==> src/rtl/core/mtc_pkg.sv <==
// Shared types, character codes and letter tables for the Morse text codec.
// No dependencies; imported by every module of the codec.
package mtc_pkg;

  localparam int unsigned NUM_LETTERS = 26;

  localparam logic [7:0] LETTER_BASE = 8'd97;
  localparam logic [7:0] LETTER_END  = 8'd123;
  localparam logic [7:0] CHAR_DOT    = 8'h2E;
  localparam logic [7:0] CHAR_DASH   = 8'h2D;
  localparam logic [7:0] CHAR_SPACE  = 8'h20;
  localparam logic [7:0] CHAR_NONE   = 8'h00;

  localparam logic [1:0]  WORD_SPACE_RUN = 2'd3;
  localparam logic [1:0]  LETTER_SPACES  = 2'd1;
  localparam logic [1:0]  WORD_SPACES    = 2'd3;
  localparam logic [2:0]  MAX_TOKEN_LEN  = 3'd4;
  localparam logic [2:0]  MAX_GATHER     = 3'd5;
  localparam logic [2:0]  OVERLONG_LEN   = 3'd6;
  localparam logic [15:0] COUNT_MAX      = 16'hFFFF;

  typedef enum logic {
    MODE_ENCODE = 1'b0,
    MODE_DECODE = 1'b1
  } mode_e;

  // symbol count per letter, a..z (x and z use the standard codes)
  localparam logic [2:0] CODE_LEN [NUM_LETTERS] = '{
    3'd2, 3'd4, 3'd4, 3'd3, 3'd1, 3'd4, 3'd3, 3'd4, 3'd2, 3'd4, 3'd3, 3'd4, 3'd2,
    3'd2, 3'd3, 3'd4, 3'd4, 3'd3, 3'd3, 3'd1, 3'd3, 3'd4, 3'd3, 3'd4, 3'd4, 3'd4
  };

  // bit i set when symbol i is a dash
  localparam logic [3:0] CODE_BITS [NUM_LETTERS] = '{
    4'd2, 4'd1, 4'd5, 4'd1, 4'd0, 4'd4, 4'd3, 4'd0, 4'd0, 4'd14, 4'd5, 4'd2, 4'd3,
    4'd1, 4'd7, 4'd6, 4'd11, 4'd2, 4'd0, 4'd1, 4'd4, 4'd8, 4'd6, 4'd9, 4'd13, 4'd3
  };

  // one unit of work for the back end: optional token result, then symbols, then spaces
  typedef struct packed {
    logic        has_tok;
    logic        tok_bad;
    logic [7:0]  tok_char;
    logic [2:0]  n_sym;
    logic [3:0]  sym_bits;
    logic [1:0]  n_space;
    logic [15:0] num;
  } job_t;

  typedef struct packed {
    logic       found;
    logic [4:0] idx;
  } lookup_t;

  // token to letter; only tokens of one to four symbols can match
  function automatic lookup_t decode_token(input logic [2:0] len, input logic [4:0] bits);
    lookup_t res;
    res = '0;
    for (int i = 0; i < NUM_LETTERS; i++) begin
      if (!res.found && len == CODE_LEN[i] && bits == {1'b0, CODE_BITS[i]}) begin
        res.found = 1'b1;
        res.idx   = 5'(i);
      end
    end
    return res;
  endfunction

endpackage

==> src/rtl/core/mtc_front.sv <==
// Front end: holds the mode and token state, classifies each input byte
// and, where it yields results, turns it into a job for the back end. Uses mtc_pkg.
module mtc_front
  import mtc_pkg::*;
(
  input  logic       clk_i,
  input  logic       rst_ni,
  input  logic       cfg_we_i,
  input  logic       cfg_mode_i,
  input  logic       accept_i,
  input  logic [7:0] in_char_i,
  input  logic       end_of_text_i,
  output logic       job_push_o,
  output job_t       job_o
);

  mode_e       mode_q;
  logic [4:0]  sym_bits_q, sym_bits_d;
  logic [2:0]  sym_len_q, sym_len_d;
  logic [1:0]  space_run_q, space_run_d;
  logic [15:0] tok_count_q, tok_count_d;

  logic        is_letter, is_sym, is_space, finish;
  logic [7:0]  letter_off;
  logic [4:0]  k;
  logic [4:0]  gath_bits;
  logic [2:0]  gath_len;
  logic [4:0]  fin_bits;
  logic [2:0]  fin_len;
  lookup_t     lk;
  job_t        job;

  assign is_letter  = (in_char_i >= LETTER_BASE) && (in_char_i < LETTER_END);
  assign is_sym     = (in_char_i == CHAR_DOT) || (in_char_i == CHAR_DASH);
  assign is_space   = (in_char_i == CHAR_SPACE);
  assign letter_off = in_char_i - LETTER_BASE;
  assign k          = letter_off[4:0];

  // symbol gathered into the pending token
  always_comb begin
    gath_bits = sym_bits_q;
    gath_len  = sym_len_q;
    if (sym_len_q < MAX_GATHER) begin
      if (in_char_i == CHAR_DASH) gath_bits = sym_bits_q | (5'd1 << sym_len_q);
      gath_len = sym_len_q + 3'd1;
    end else begin
      gath_len = OVERLONG_LEN;
    end
  end

  // a separator ends the pending token; end of text ends a token just gathered
  assign finish   = is_sym ? end_of_text_i : (sym_len_q != 3'd0);
  assign fin_bits = is_sym ? gath_bits : sym_bits_q;
  assign fin_len  = is_sym ? gath_len : sym_len_q;
  assign lk       = decode_token(fin_len, fin_bits);

  always_comb begin
    job         = '0;
    sym_bits_d  = sym_bits_q;
    sym_len_d   = sym_len_q;
    space_run_d = space_run_q;
    tok_count_d = tok_count_q;
    if (mode_q == MODE_ENCODE) begin
      if (is_letter) begin
        job.n_sym    = CODE_LEN[k];
        job.sym_bits = CODE_BITS[k];
        job.n_space  = LETTER_SPACES;
      end else if (is_space) begin
        job.n_space  = WORD_SPACES;
      end
    end else begin
      if (finish && tok_count_q != COUNT_MAX) tok_count_d = tok_count_q + 16'd1;
      job.num = tok_count_d;
      if (finish) begin
        job.has_tok  = 1'b1;
        job.tok_bad  = !lk.found;
        job.tok_char = lk.found ? (LETTER_BASE + {3'b0, lk.idx}) : CHAR_NONE;
      end
      if (is_sym) begin
        sym_bits_d  = gath_bits;
        sym_len_d   = gath_len;
        space_run_d = 2'd0;
      end else begin
        sym_bits_d = 5'd0;
        sym_len_d  = 3'd0;
        if (is_space) begin
          if (space_run_q + 2'd1 == WORD_SPACE_RUN) begin
            space_run_d = 2'd0;
            job.n_space = 2'd1;
          end else begin
            space_run_d = space_run_q + 2'd1;
          end
        end else begin
          space_run_d = 2'd0;
        end
      end
      if (end_of_text_i) begin
        sym_bits_d  = 5'd0;
        sym_len_d   = 3'd0;
        space_run_d = 2'd0;
      end
    end
  end

  assign job_o      = job;
  assign job_push_o = accept_i && (job.has_tok || job.n_sym != 3'd0 || job.n_space != 2'd0);

  always_ff @(posedge clk_i or negedge rst_ni) begin
    if (!rst_ni) begin
      mode_q      <= MODE_ENCODE;
      sym_bits_q  <= '0;
      sym_len_q   <= '0;
      space_run_q <= '0;
      tok_count_q <= '0;
    end else begin
      if (cfg_we_i) mode_q <= mode_e'(cfg_mode_i);
      if (accept_i) begin
        sym_bits_q  <= sym_bits_d;
        sym_len_q   <= sym_len_d;
        space_run_q <= space_run_d;
        tok_count_q <= tok_count_d;
      end
    end
  end

endmodule

==> src/rtl/core/mtc_job_fifo.sv <==
// Short job queue between front and back end.
// Uses mtc_pkg for the job type.
module mtc_job_fifo
  import mtc_pkg::*;
#(
  parameter int unsigned DEPTH = 4
) (
  input  logic clk_i,
  input  logic rst_ni,
  input  logic push_i,
  input  job_t data_i,
  output logic full_o,
  input  logic pop_i,
  output logic valid_o,
  output job_t data_o
);

  localparam int unsigned AW = (DEPTH > 1) ? $clog2(DEPTH) : 1;
  localparam int unsigned CW = $clog2(DEPTH + 1);
  localparam logic [AW-1:0] LAST_PTR = AW'(DEPTH - 1);
  localparam logic [CW-1:0] FULL_CNT = CW'(DEPTH);

  job_t          mem_q [DEPTH];
  logic [AW-1:0] wr_ptr_q, rd_ptr_q;
  logic [CW-1:0] cnt_q;
  logic          do_push, do_pop;

  assign full_o  = (cnt_q == FULL_CNT);
  assign valid_o = (cnt_q != '0);
  assign do_push = push_i && !full_o;
  assign do_pop  = pop_i && valid_o;
  assign data_o  = mem_q[rd_ptr_q];

  always_ff @(posedge clk_i) begin
    if (do_push) mem_q[wr_ptr_q] <= data_i;
  end

  always_ff @(posedge clk_i or negedge rst_ni) begin
    if (!rst_ni) begin
      wr_ptr_q <= '0;
      rd_ptr_q <= '0;
      cnt_q    <= '0;
    end else begin
      if (do_push) wr_ptr_q <= (wr_ptr_q == LAST_PTR) ? '0 : wr_ptr_q + AW'(1);
      if (do_pop)  rd_ptr_q <= (rd_ptr_q == LAST_PTR) ? '0 : rd_ptr_q + AW'(1);
      if (do_push && !do_pop)      cnt_q <= cnt_q + CW'(1);
      else if (do_pop && !do_push) cnt_q <= cnt_q - CW'(1);
    end
  end

endmodule

==> src/rtl/core/mtc_back.sv <==
// Back end: expands one job into result items into an output register, one per
// cycle unless a waiting result is not popped. Uses mtc_pkg.
module mtc_back
  import mtc_pkg::*;
(
  input  logic        clk_i,
  input  logic        rst_ni,
  input  logic        job_valid_i,
  input  job_t        job_i,
  output logic        job_pop_o,
  output logic        empty,
  input  logic        pop,
  output logic [7:0]  out_char_o,
  output logic        bad_token_o,
  output logic [15:0] token_number_o,
  output logic        last_of_run_o
);

  job_t        job_q, job_d;
  logic        job_vld_q;
  logic        out_vld_q;
  logic [7:0]  char_q, res_char;
  logic        bad_q, res_bad;
  logic [15:0] num_q;
  logic        last_q, res_last;
  logic        adv, emit, load;
  logic [3:0]  remain;

  assign adv  = !out_vld_q || pop;
  assign emit = adv && job_vld_q;
  assign load = job_valid_i && (!job_vld_q || (emit && res_last));

  assign remain   = {3'b0, job_q.has_tok} + {1'b0, job_q.n_sym} + {2'b0, job_q.n_space};
  assign res_last = (remain == 4'd1);

  always_comb begin
    job_d    = job_q;
    res_bad  = 1'b0;
    res_char = CHAR_SPACE;
    if (job_q.has_tok) begin
      res_char      = job_q.tok_char;
      res_bad       = job_q.tok_bad;
      job_d.has_tok = 1'b0;
    end else if (job_q.n_sym != 3'd0) begin
      res_char       = job_q.sym_bits[0] ? CHAR_DASH : CHAR_DOT;
      job_d.n_sym    = job_q.n_sym - 3'd1;
      job_d.sym_bits = job_q.sym_bits >> 1;
    end else begin
      job_d.n_space = job_q.n_space - 2'd1;
    end
  end

  always_ff @(posedge clk_i) begin
    if (load)      job_q <= job_i;
    else if (emit) job_q <= job_d;
    if (emit) begin
      char_q <= res_char;
      bad_q  <= res_bad;
      num_q  <= job_q.num;
      last_q <= res_last;
    end
  end

  always_ff @(posedge clk_i or negedge rst_ni) begin
    if (!rst_ni) begin
      job_vld_q <= 1'b0;
      out_vld_q <= 1'b0;
    end else begin
      if (load)                  job_vld_q <= 1'b1;
      else if (emit && res_last) job_vld_q <= 1'b0;
      if (adv) out_vld_q <= job_vld_q;
    end
  end

  assign job_pop_o      = load;
  assign empty          = !out_vld_q;
  assign out_char_o     = char_q;
  assign bad_token_o    = bad_q;
  assign token_number_o = num_q;
  assign last_of_run_o  = last_q;

endmodule

==> src/rtl/core/morse_text_codec.sv <==
// Morse text codec, top level: front end, job queue and back end.
// A result passes through the job queue, the back end's job register and its output register.
// One result per cycle while results are popped; an item holds the back end
// until all its results (up to five) are out, and input is taken every cycle
// while the job queue has room. Reset clears token state, queue and output; mode is encode.
// Depends on mtc_pkg, mtc_front, mtc_job_fifo and mtc_back.
module morse_text_codec
  import mtc_pkg::*;
#(
  parameter int unsigned JOB_DEPTH = 4
) (
  input  logic        clk_i,
  input  logic        rst_ni,
  input  logic        direction_mode_we_i,
  input  logic        direction_mode_i,
  input  logic        push,
  output logic        full,
  input  logic [7:0]  in_char_i,
  input  logic        end_of_text_i,
  output logic        empty,
  input  logic        pop,
  output logic [7:0]  out_char_o,
  output logic        bad_token_o,
  output logic [15:0] token_number_o,
  output logic        last_of_run_o
);

  logic accept;
  logic job_push, job_pop, job_valid;
  job_t job_in, job_out;

  assign accept = push && !full;

  mtc_front u_front (
    .clk_i         (clk_i),
    .rst_ni        (rst_ni),
    .cfg_we_i      (direction_mode_we_i),
    .cfg_mode_i    (direction_mode_i),
    .accept_i      (accept),
    .in_char_i     (in_char_i),
    .end_of_text_i (end_of_text_i),
    .job_push_o    (job_push),
    .job_o         (job_in)
  );

  mtc_job_fifo #(
    .DEPTH (JOB_DEPTH)
  ) u_fifo (
    .clk_i   (clk_i),
    .rst_ni  (rst_ni),
    .push_i  (job_push),
    .data_i  (job_in),
    .full_o  (full),
    .pop_i   (job_pop),
    .valid_o (job_valid),
    .data_o  (job_out)
  );

  mtc_back u_back (
    .clk_i          (clk_i),
    .rst_ni         (rst_ni),
    .job_valid_i    (job_valid),
    .job_i          (job_out),
    .job_pop_o      (job_pop),
    .empty          (empty),
    .pop            (pop),
    .out_char_o     (out_char_o),
    .bad_token_o    (bad_token_o),
    .token_number_o (token_number_o),
    .last_of_run_o  (last_of_run_o)
  );

endmodule

==> config.mk <==
export PLATFORM = sky130hd
export DESIGN_NAME = morse_text_codec
export DESIGN_NICKNAME = d
export VERILOG_FILES = /design/src/rtl/core/mtc_pkg.sv /design/src/rtl/core/mtc_front.sv /design/src/rtl/core/mtc_job_fifo.sv /design/src/rtl/core/mtc_back.sv /design/src/rtl/core/morse_text_codec.sv
export SDC_FILE = /design/constraint.sdc
export NUM_CORES = 1
export LEC_CHECK = 0
export BUFFER_PORTS_ARGS = -buffer_cell sky130_fd_sc_hd__buf_2
export CORE_MARGIN = 2
export CORE_UTILIZATION = 35
export CTS_CLUSTER_DIAMETER = 120
export DETAILED_ROUTE_END_ITERATION = 8
export GPL_TIMING_DRIVEN = 0
export PLACE_DENSITY = 0.58
export SLEW_MARGIN = 20
export SYNTH_ARGS = -nofsm -noshare
export SYNTH_HDL_FRONTEND = slang
export SYNTH_SLANG_ARGS = --single-unit
export TNS_END_PERCENT = 5
==> constraint.sdc <==
create_clock -name clk_i -period 4.9 [get_ports clk_i]
set_input_delay 0.98 -clock clk_i [delete_from_list [all_inputs] [get_ports clk_i]]
set_output_delay 0.98 -clock clk_i [all_outputs]
set_load 0.02 [all_outputs]
==> reports/results.ini, run 1 <==
[clock_network]
cts_hold_buf = 0
cts_sinks = 237
cts_made_buffers = 26
h-tree-depth = 1
cts.reportedPaths.clkPinSlew_ns = 0.06
cts_tree = yes
clk_latency_ns = 0.53
cts-resized-gates = 0
post-cts-setup-buffer-count = 0
clk_path_buf_depth = 3
clk_root_buffer_cell = clkbuf_16

[route]
final_antenna_net_count = 0
wl_per_cell_um = 17.4
wl_mm = 22.4
drt_iter0_drc = 490
drc_errors = 0
drt-pass1-iter-count = 5
via_per_inst = 5.14
vias = 6604

[setup_path]
required_ns = 5.15
rr_worst_depth = 11
cp_max_fo = 10
end_kind = flip-flop
critical_path_class = in -> reg
r2r_slack_ns = 1.01
critPathArrivalTime_ns = 4.64
r2r-start = u_front.sym_len_q[0]$_DFFE_PN0P_
crit_path_start = in_char_i[0]
r2r-end = u_fifo.mem_q[1][28]$_DFFE_PP_
critPathLaunchType = input port

[global_route]
grtUsageTotal_pct = 13.6
grt_pass1_vias = 6507
antenna_found_initial = 0
grt_max_degree = 37
grt_overflow = 0
grt_pass1_wl_mm = 36.1

[logic_synthesis]
yosysSeqAreaShare_pct = 62.9
yosysWarnings = 0
synth_top_cell_area_share_pct = 54.7
synth-seq-cells = 237
postSynthAreaPerCell_um2 = 13.9
syn-cell-area_mm2 = 0.0110
synth_top_area_cell = edfxtp_1
yosys-top-cells-area = edfxtp_1 55%, dfrtp_1 8.2%, mux4_2 7.2%, ha_1 2.6%, nor2_1 2.0%
ys.flop_type = edfxtp_1
synthCells = 793
synth_edf_count = 201
synthArstFlopShare_pct = 15.2
synth_cell_types = 80

[pwr]
internal_power_uw = 3890
p_comb_share_pct = 18.5
totalPowerFinal_uw = 5310
switching_share_pct = 26.6
pwr_density_cell_mw_per_mm2 = 419
peakVddDrop_mv = 0.276
power.clock.fraction_pct = 35.3
p_leak_uw = 0.00450
power_frac_seq_pct = 46.2
p_switching_uw = 1410

[sta]
period_share_pct = 89.4
fmax_ghz = 0.228
hold_viol = 0
period_needed_ns = 4.38
fin_skew_ns = 0.0152
finalSetupViolCount = 0
rsz0062_at_grt = no
slew_viol_final = 0
worst_pin_slew_ns = 0.978
relSlewSlack_pct = 34.7

[floorplan]
fp-row-count = 64
start_util_pct = 35.8
ios = 43
die_area_mm2 = 0.0329
die_h_um = 181
core_area_mm2 = 0.0308
die_width_um = 181

[worst_hold_path]
hp-start = u_back.job_d[14]$_DFFE_PP_
hold_path_class = reg -> reg
min_to = u_back.token_number_o[14]$_DFFE_PP_
hold_path_depth = 0

[cells_and_area]
final_common_cell = edfxtp_1
fin_area_mm2 = 0.0127
final_cell_mix = 201 x edfxtp_1, 59 x nor2_1, 51 x nand2_1
syn_to_final_growth_pct = 14.9
fin_cells = 1284
antennaDiodeCount = 0
layout-drive-gt1-share_pct = 17.2
fin_nets = 910

[outcome]
status = finished, final reports clean

[placed_design]
dp_cells = 1237
placed_cell_area_mm2 = 0.0118
routabilityCongestion = 0.875
io_buffers = 41
hpwl_mm = 15.4

[job]
drv_cap = 0

[cells in the mapped netlist (all sizes together) (8+ instances only)]
cell type,count
edfxtp,201
nor2,59
nand2,53
dfrtp,36
mux4,35
and3,34
a21oi,28
clkbuf,27
inv,27
nor3,25
o21ai,24
ha,23
xnor2,23
and2,16
xor2,16
buf,13
nand3,12
a211oi,11
nand2b,9
nor4,8
[stage by stage]
stage / utilization [%] / hold WS, ns / TNS (ns) / setup WS [ns]
2_1_floorplan: - / 0.400 / 0 / 0.822
3_3_place_gp: 38.1 / 0.404 / -92.11 / -0.675
3_5_place_dp: 38.3 / 0.406 / 0 / 0.0416
4_1_cts: 41.0 / 0.420 / 0 / 0.602
5_1_grt: 41.1 / 0.424 / 0 / 0.164
6_report: 41.1 / 0.419 / 0 / 0.519
[power by group through the flow]
stage	registers, uW	clock network [uW]	logic [uW]
2_1_floorplan	2510	0	692
3_3_place_gp	2490	0	986
3_5_place_dp	2490	0	1000
4_1_cts	2450	1920	1010
5_1_grt	2470	2000	1100
6_report	2450	1870	984
[cell type report]
| type | instances | area, um2 |
|---|---|---|
| Buffer | 40 | 168 |
| Clock buffer | 33 | 687 |
| Clock inverter | 14 | 146 |
| Fill cell | 2870 | 18200 |
| Inverter | 28 | 105 |
| Multi-Input combinational cell | 491 | 3840 |
| Sequential cell | 237 | 6940 |
| Tap cell | 396 | 495 |
| Timing Repair Buffer | 45 | 285 |
[state kept, by name (all words and copies together) (netlist names), 2 cells and up]
register	cells
u_front.space_run_q	2
u_front.sym_bits_q	5
u_back.job_q	10
u_fifo.mem_q	140
u_fifo.rd_ptr_q	2
u_fifo.wr_ptr_q	2
u_back.out_char_o	8
u_front.sym_len_q	3
u_back.token_number_o	16
u_front.tok_count_q	16
u_back.job_d	25
u_fifo.cnt_q	3
[cells by family (layout without fill, tap and decap cells)]
| family | Yosys count | in the layout | synth area share (%) |
|---|---|---|---|
| xor gates and xnor gates | 39 | 39 | 3.10 |
| and+or+nand+nor | 244 | 244 | 11.4 |
| other | 1 | 4 | 0.0340 |
| adders and majority gates | 26 | 26 | 3.16 |
| muxes | 46 | 46 | 8.22 |
| DFF | 237 | 237 | 62.9 |
| buffers and inverters | 68 | 160 | 2.47 |
| AOI/OAI and AO/OA | 132 | 132 | 8.68 |
[how the worst max path moves through the flow]
stage / end / slack [ns] / cells past startpoint
2_1_floorplan: u_fifo.mem_q[0][28]$_DFFE_PP_ / 0.82 / 11
3_3_place_gp: u_fifo.mem_q[0][9]$_DFFE_PP_ / -0.67 / 10
3_5_place_dp: u_fifo.mem_q[0][28]$_DFFE_PP_ / 0.04 / 12
4_1_cts: u_fifo.mem_q[0][28]$_DFFE_PP_ / 0.60 / 12
5_1_grt: u_fifo.mem_q[0][28]$_DFFE_PP_ / 0.16 / 12
6_report: u_fifo.mem_q[1][28]$_DFFE_PP_ / 0.52 / 12
[critical path, cell delays in order]
cell      delay (ns)
buf_2           0.13
clkbuf_1        0.32
inv_1           0.23
ha_1            0.35
o211ai_1        0.56
nor4_1          0.19
nor2_1          0.41
nor3_1          0.09
or4_1           0.55
or4_4           0.45
a311oi_2        0.25
nor3_1          0.13
[per-layer routing]
layer  share of wire [%]  vias up  global-route usage (%)
met1                  48     3192                    19.8
met4                 2.2        0                    3.58
met2                  45      183                    21.5
met3                 4.7       33                    1.87
li1                    -     3196                       -
met5                   0        -                       0
No activity file was read; power rests on OpenSTA's default activity.
==> run 2, diff against run 1 <==
- CORE_MARGIN: 2 -> default
==> run 2 against run 1 <==
  * Routed wire length is 0.93% lower
  * First-iteration DRC count increased by 18%
  * Critical path type unchanged
  * Global-route usage grew 0.39 points
==> reports/results.ini, run 2 (synthesized netlist as in run 1, its figures left out) <==
[outcome]
status = finished, final reports clean

[sta]
fin_skew_ns = 0.0142
rsz0062_at_grt = no
setup_ws_ns = 0.522
hold_viol = 0
finalHoldWorstSlack_ns = 0.415
fmax_ghz = 0.228
period_needed_ns = 4.38
worst_pin_slew_ns = 0.987
finalSetupViolCount = 0
period_share_pct = 89.3
slew_viol_final = 0
fin_tns_setup_ns = 0
relSlewSlack_pct = 33.6

[pwr]
peakVddDrop_mv = 0.236
pwr_density_cell_mw_per_mm2 = 421
p_leak_uw = 0.00451

[floorplan]
fp-row-count = 64
start_util_pct = 35.9
die_area_mm2 = 0.0322
die_h_um = 179
die_width_um = 179
core_area_mm2 = 0.0307
ios = 43

[global_route]
grt_pass1_wl_mm = 36.6
grt_pass1_vias = 6646
grtUsageTotal_pct = 14.0
grt_max_degree = 37
grt_overflow = 0
antenna_found_initial = 0

[clock_network]
h-tree-depth = 1
cts.reportedPaths.clkPinSlew_ns = 0.06
cts_made_buffers = 26
clk_path_buf_depth = 3
cts-resized-gates = 0
cts_sinks = 237
clk_latency_ns = 0.53
cts_tree = yes
clk_root_buffer_cell = clkbuf_16
cts_hold_buf = 0
post-cts-setup-buffer-count = 0

[route]
drt_iter0_drc = 580
final_antenna_net_count = 0
wl_per_cell_um = 17.2
drc_errors = 0
via_per_inst = 5.22
wl_mm = 22.1
drt-pass1-iter-count = 7
vias = 6702

[placed_design]
dp_cells = 1237
placed_cell_area_mm2 = 0.0118
io_buffers = 41
dp_slack_ns = 0.0247
hpwl_mm = 15.3
routabilityCongestion = 0.887

[cells_and_area]
fin_nets = 910
syn_to_final_growth_pct = 15.0
fin_cells = 1284
largest_reg_flops = 140
fillers = 2881
antennaDiodeCount = 0
final_common_cell = edfxtp_1
fin_area_mm2 = 0.0127
layout-drive-gt1-share_pct = 17.1
regMostFlops = u_fifo.mem_q
final_cell_mix = 201 x edfxtp_1, 59 x nor2_1, 51 x nand2_1

[worst_hold_path]
min_to = u_back.token_number_o[6]$_DFFE_PP_
hold_path_depth = 0
hp-start = u_back.job_d[6]$_DFFE_PP_
hold_path_class = reg -> reg

[setup_path]
cpMaxStageDelayCell = o211ai_1
critical_path_class = in -> reg
path_buf_inv = 3
critPathArrivalTime_ns = 4.63
end_kind = flip-flop
rr_worst_depth = 11
cpPeakStageDelay_ns = 0.55
cp_max_fo = 10
path_common_cell = nor3_1
r2r-end = u_back.job_q[20]$_DFFE_PP_
r2r-start = u_back.job_q[16]$_DFFE_PP_
critical_path.top_delay_family = simple AND/OR/NAND/NOR gates
r2r_slack_ns = 1.05
critPathLaunchType = input port
path_depth = 12
path_cells = buf_2 > clkbuf_1 > inv_1 > ha_1 > o211ai_1 > nor4_1 > nor2_1 > nor3_1 > or4_1 > or4_4 > a311oi_2 > nor3_1
required_ns = 5.15

[job]
drv_cap = 0

-- run 2: report_power, final --
| part | switching [uW] | internal (uW) |
|---|---|---|
| Sequential | 76.2 | 2370 |
| Combinational | 569 | 419 |
| Clock | 759 | 1140 |
| Total | 1400 | 3940 |
-- run 2: cell type report --
cell class / count / area, um2 / share of cell area [%]
Clock inverter: 16 / 164 / 1.29
Multi-Input combinational cell: 491 / 3840 / 30.3
Timing Repair Buffer: 45 / 293 / 2.31
Inverter: 28 / 105 / 0.829
Sequential cell: 237 / 6940 / 54.7
Buffer: 40 / 168 / 1.32
Tap cell: 396 / 495 / 3.91
Clock buffer: 31 / 679 / 5.36
-- run 2: how the worst max path moves through the flow --
| stage | startpoint | to | slack (ns) |
|---|---|---|---|
| after floorplan | in_char_i[0] | u_fifo.mem_q[0][28]$_DFFE_PP_ | 0.82 |
| after global placement | in_char_i[0] | u_fifo.mem_q[0][6]$_DFFE_PP_ | -0.66 |
| after detailed placement | in_char_i[0] | u_fifo.mem_q[0][28]$_DFFE_PP_ | 0.02 |
| after CTS | in_char_i[0] | u_fifo.cnt_q[1]$_DFFE_PN0P_ | 0.57 |
| after global routing | in_char_i[0] | u_fifo.mem_q[3][28]$_DFFE_PP_ | 0.18 |
| final | in_char_i[0] | u_fifo.mem_q[1][28]$_DFFE_PP_ | 0.52 |
-- run 2: metal layers --
| metal | GRT usage (%) | wire, um | vias up |
|---|---|---|---|
| met5 | 0 | 0 | - |
| met4 | 3.24 | 450 | 0 |
| met3 | 2.19 | 1120 | 29 |
| met2 | 21.6 | 9760 | 186 |
| met1 | 20.7 | 10800 | 3289 |
| li1 | - | - | 3198 |
-- run 2: per-stage QoR --
| step | util, % | total power (uW) |
|---|---|---|
| floorplan | - | 3200 |
| global placement | 38.2 | 3480 |
| detailed placement | 38.5 | 3500 |
| CTS | 41.2 | 5420 |
| global route | 41.2 | 5600 |
| finish | 41.2 | 5340 |
